**config.mk**
```make
export PLATFORM = sky130hd
export DESIGN_NAME = che_coef_store
export DESIGN_NICKNAME = d
export VERILOG_FILES = /design/src/hdl/che_pkg.sv /design/src/hdl/che_coef_store.sv
export SDC_FILE = /design/constraint.sdc
export NUM_CORES = 1
export LEC_CHECK = 0
export ABC_AREA = 1
export BUFFER_PORTS_ARGS = -buffer_cell sky130_fd_sc_hd__buf_2
export CORE_MARGIN = 8
export CORE_UTILIZATION = 40
export CTS_CLUSTER_DIAMETER = 30
export DETAILED_ROUTE_END_ITERATION = 10
export GPL_TIMING_DRIVEN = 1
export SYNTH_ARGS = -nofsm -noshare
export SYNTH_HDL_FRONTEND = slang
export SYNTH_SLANG_ARGS = --single-unit
```
**constraint.sdc**
```tcl
create_clock -name clk -period 1.3 [get_ports clk]
set_input_delay 0.13 -clock clk [delete_from_list [all_inputs] [get_ports clk]]
set_output_delay 0.13 -clock clk [all_outputs]
set_load 0.02 [all_outputs]
```
**src/hdl/che_pkg.sv**
```systemverilog
package che_pkg;

	localparam int unsigned DATA_W = 32;
	localparam int unsigned DEG_W  = 4;
	localparam int unsigned STAT_W = 2;
	localparam int unsigned ACC_W  = 65;

	localparam logic [STAT_W-1:0] STAT_OK        = 2'd0;
	localparam logic [STAT_W-1:0] STAT_BAD_INDEX = 2'd1;
	localparam logic [STAT_W-1:0] STAT_ZERO_LEAD = 2'd2;

	localparam logic REQ_LOAD = 1'b0;
	localparam logic REQ_EVAL = 1'b1;

	typedef struct packed {
		logic signed [DATA_W-1:0] re;
		logic signed [DATA_W-1:0] im;
	} coef_t;

	// sequencer: TOP fetches the leading coefficient, M0..M6 run one Horner step
	typedef enum logic [3:0] {
		ST_IDLE,
		ST_TOP,
		ST_M0,
		ST_M1,
		ST_M2,
		ST_M3,
		ST_M4,
		ST_M5,
		ST_M6,
		ST_DONE
	} state_t;

	function automatic logic signed [DATA_W-1:0] sat32(input logic signed [ACC_W-1:0] v);
		logic fits;
		fits = (&v[ACC_W-1:DATA_W-1]) || (~|v[ACC_W-1:DATA_W-1]);
		if (fits) begin
			return v[DATA_W-1:0];
		end else if (v[ACC_W-1]) begin
			return {1'b1, {(DATA_W-1){1'b0}}};
		end else begin
			return {1'b0, {(DATA_W-1){1'b1}}};
		end
	endfunction

endpackage

```
**src/hdl/che_coef_store.sv**
```systemverilog
module che_coef_store #(
	parameter int unsigned DEPTH  = 16,
	parameter int unsigned ADDR_W = 4
) (
	input  logic                clk,
	input  logic                arst_n,
	input  logic                wr_en,
	input  logic [ADDR_W-1:0]   wr_addr,
	input  che_pkg::coef_t      wr_data,
	input  logic [ADDR_W-1:0]   rd_addr,
	output che_pkg::coef_t      rd_data
);

	che_pkg::coef_t mem [DEPTH];
	logic [DEPTH-1:0] vld_q;
	che_pkg::coef_t   rd_q;
	logic             rd_vld_q;

	always_ff @(posedge clk) begin
		if (wr_en) begin
			mem[wr_addr] <= wr_data;
		end
		rd_q <= mem[rd_addr];
	end

	// entries never written read as zero
	always_ff @(posedge clk or negedge arst_n) begin
		if (!arst_n) begin
			vld_q    <= '0;
			rd_vld_q <= 1'b0;
		end else begin
			if (wr_en) begin
				vld_q[wr_addr] <= 1'b1;
			end
			rd_vld_q <= vld_q[rd_addr];
		end
	end

	assign rd_data = rd_vld_q ? rd_q : '0;

endmodule

```
After elaboration in Yosys (flattened, before gate mapping)
Memory sizes are Yosys's and may differ from the RTL's. A register that Yosys moved wholly into a read port is not among the register bits.
Index checks and enable logic that the tools add are counted.
{"block": "word_totals", "regBits": 17, "mem_bits_rw": 1024, "wordCells": 15, "mem_count": 1}
{"name": "mem", "depth": 16, "width": 64, "read_ports": 1, "rd_clocked_by_memory_dff": 1, "wr": 1, "line": "che_coef_store.sv:14", "source": "che_pkg::coef_t mem [DEPTH];"}
{"block": "op_classes", "n_lt_le_gt_ge": 3, "n_mux": 7, "bitwise": 1, "n_reduce_logical": 1}
{"op": "$mux W64", "n": 1}
{"op": "$or A16 B16 Y16", "n": 1}
{"op": "$lt A4 B5 Y1 const B", "n": 2}
{"op": "$bmux W1 S4", "n": 1}
{"op": "$demux W1 S4", "n": 1}
{"op": "$ge A4 B1 Y1 const B", "n": 1}
{"op": "$mux W1", "n": 4}
{"op": "$logic_and A1 B1 Y1", "n": 1}

Logic depth before layout (Yosys ltp)
{"block": "depth", "depth_word": 5, "ltp_mapped": 10}

Least setup slack after synthesis
No wires, ideal clock.
{"block": "synth_path", "path_kind": "input -> register", "start": "input port wr_addr[2]", "end": "memory mem[10][0] (netlist bit), enable pin", "setup_time_ns": 0.487, "arrival_ns": 3.062, "required_time_ns": 0.813, "path_slack_ns": -2.249, "stages": 3, "path_cell_list": "inv_1 -> nand3_1 -> nor2_1"}
{"item": "from (decl)", "line": "che_coef_store.sv:8", "source": "input logic [ADDR_W-1:0] wr_addr,"}
{"item": "to (decl)", "line": "che_coef_store.sv:14"}
No word-level cell before the write port.

==> flow_summary_export.csv <==
group,metric,value,unit
pwr,powerDensity,1729,nW/um^2
pwr,total_leakage_power,26.02,nW
finish,num_antenna_cells,0,
synthesis,synth-seq-area-share,0.6970,
run,drv_cap,0,
finish,drive_gt1_frac,0.1501,
synthesis,synthesis.area,46560,sq um
worst_setup_path,rr_startpoint,"mem[4][53]",
clock_network,cts_max_level,4,
routing,drtIter0Drc,2494,
synthesis,yosysWarnings,0,
worst_setup_path,cp_max_fo,20,
clock_network,numCtsBuffers,213,
finish,final_nets,4943,
clock_network,clockBufferDepth,3,
global_route,grt_overflow_total,0,
global_route,grtUsageTotal,0.1871,
placement,dp_hpwl,72.23,mm
worst_setup_path,crit_path_start,"rd_vld_q",
worst_setup_path,path_buf_inv,3,
worst_setup_path,rr_worst_depth,6,
synthesis,synth_area_per_cell,10.51,sq um
routing,drc,0,
worst_setup_path,slowest_delay,0.50,ns
hold_path,hold_path_class,"in -> reg",
routing,dr.pass1.iters,5,
sta,final.setup_skew,0.03680,ns
die,die_y,357.2,microns
die,num_rows,125,
pwr,irDropWorstVdd,1.293,mV
placement,place.gp.congestion,0.7890,
synthesis,synth_top_area_frac,0.6604,
synthesis,synthDistinctLibCells,17,
hold_path,whs_path_depth,5,
hold_path,hold_start,"wr_addr[2]",
clock_network,clk_pin_slew_worst_paths,0.05,ns
synthesis,synth_area_leaders,"edfxtp_1, nand2_1, nand3_1, inv_1, dfxtp_1",
finish,most-common-layout-cells,"nand2_1, edfxtp_1, inv_1, nand3_1, clkbuf_16",
routing,num_vias,31470,
worst_setup_path,cp_data_arrival_time,1.89,ns
sta,rsz0062_at_grt,"yes",
synthesis,synth_nets,4506,
worst_setup_path,regToRegSetupSlack,0.12,ns
worst_setup_path,crit_family,"flip-flops",
hold_path,min_to,"vld_q[9]",
sta,finalWorstSetupSlack,-0.7228,ns
die,fp.dieW,357.2,microns
global_route,grt_max_degree,60,
finish,mostFrequentLayoutCell,"nand2_1",
run_status,status,"finished with violations",
die,start_util,0.4018,
clock_network,cts_tree,"yes",
finish,syn_to_final_growth,27.92,%
clock_network,cts-root-buf,"clkbuf_16",
die,io_pins,139,
sta,finalHoldViolCount,0,
global_route,antenna_found_initial,0,
worst_setup_path,crit_type,"reg -> out",
worst_setup_path,path_cells,"buf_12, nand2_1, inv_1, buf_2",
sta,timing.fmax,494.4,MHz
worst_setup_path,required,1.17,ns
placement,port_buffers,138,
sta,worst_pin_slew,0.7646,ns
sta,fin_crit,2.023,ns
worst_setup_path,critPathSlowestCell,"dfrtp_4",
synthesis,ys_ff_latch,1105,
synthesis,synth_top_area_cell,"edfxtp_1",
synthesis,syn_inst,4431,
routing,vias_per_cell,4.783,
die,core,115900,sq um
pwr,total_power,103.0,mW
routing,wl_per_cell,18.24,microns
run_status,failed_checks,"setup timing",
clock_network,clk_latency,0.79,ns
routing,wirelength,120.0,mm
worst_setup_path,startpoint_type,"flip-flop",
clock_network,post-cts-setup-buffers,0,
sta,slew_viol_final,0,
global_route,grt_pass1_wl,184.7,mm
worst_setup_path,crit_path_end_kind,"output port",
worst_setup_path,r2r-end,"rd_q[53]",
die,die_area,127600,sq um
global_route,first_global_vias,31590,
sta,final-setup-viol-count,64,
sta,fin_crit_sh,1.556,
finish,nFillCells,9954,
finish,utilization,0.5140,
clock_network,cts_sinks,1105,
routing,ant_nets,0,
sta,relSlewSlack,0.4886,
-- how the worst max path moves through the flow --
stage                     depth (start not counted)  slack, ns           to
after global placement                            6      -0.25   mem[6][47]
after CTS                                         4      -0.76  rd_data[14]
after detailed placement                          6      -0.25   mem[6][37]
after floorplan                                   4      -0.46    mem[4][0]
after global routing                              5      -0.78  rd_data[19]
final                                             4      -0.72  rd_data[16]
-- through the flow --
stage	hold slack (ns)	area [sq um]	TNS [ns]	setup WS, ns	std cells
floorplan	-0.1656	46780	-439.00	-0.4596	4431
global placement	0.06799	51060	-173.96	-0.2516	6101
detailed placement	0.07171	51060	-177.14	-0.2542	6101
CTS	0.03416	59520	-43.56	-0.7616	6580
global route	0.07656	59560	-44.45	-0.7831	6580
finish	0.06356	59560	-39.84	-0.7228	6580
-- flip-flops by register name, summed over array words and instances, names as in the netlist --
signal	flops
mem	1024
vld_q	16
rd_q	64
rd_vld_q	1
-- worst reg2reg max path, stage by stage (launching register included) --
cell and delay, ns:
edfxtp_1 0.37, inv_1 0.07, nand2_1 0.05, nand3_1 0.07, nand3_1 0.09, nand3_1 0.23, nand2_1 0.15
-- logic make-up after synthesis --
kind of cell           Yosys count  synth area share
AND/OR/NAND/NOR               2233            0.2011
flip-flops                    1105            0.6970
buffers and inverters         1077            0.1002
AO/OA/AOI/OAI                   16          0.001720
-- cell usage after synthesis, drive strengths merged --
master / count
dfxtp: 64
clkbuf: 39
nand2: 1431
nor2: 18
o21ai: 16
nand3: 784
inv: 855
edfxtp: 1024
dfrtp: 17
buf: 183
-- power by group --
group | total (mW) | internal [mW] | switching (mW) | leakage (nW)
combinational | 6.19 | 2.15 | 4.04 | 12.4
clock | 56.7 | 38.0 | 18.7 | 3.64
sequential | 40.1 | 39.8 | 0.262 | 9.94
-- final cells by class --
cell class / count / area [sq um] / share of cell area
multi-input combinational: 2249 / 9651 / 0.1620
timing repair buffer: 444 / 4653 / 0.07812
inverter: 855 / 3266 / 0.05483
clock buffer: 254 / 5639 / 0.09467
clock inverter: 149 / 1988 / 0.03338
sequential: 1105 / 32460 / 0.5450
tap: 1524 / 1907 / 0.03201
-- metal layers --
metal / global-route usage / routed length, microns / vias to the layer above
li1: - / - / 15180
met3: 0.02964 / 6496 / 195
met5: 0 / 0 / -
met1: 0.2425 / 51450 / 15200
met4: 0.05804 / 2588 / 0
met2: 0.3226 / 59450 / 900
-- repair_timing --
action,4_1_cts,5_1_grt
endpoints found under the setup margin,64,67
gates resized for setup,25,18
cloned,0,0
hold buffers,76,0
hold endpoints to repair,1120,0
No activity file was read; power rests on OpenSTA's default activity.
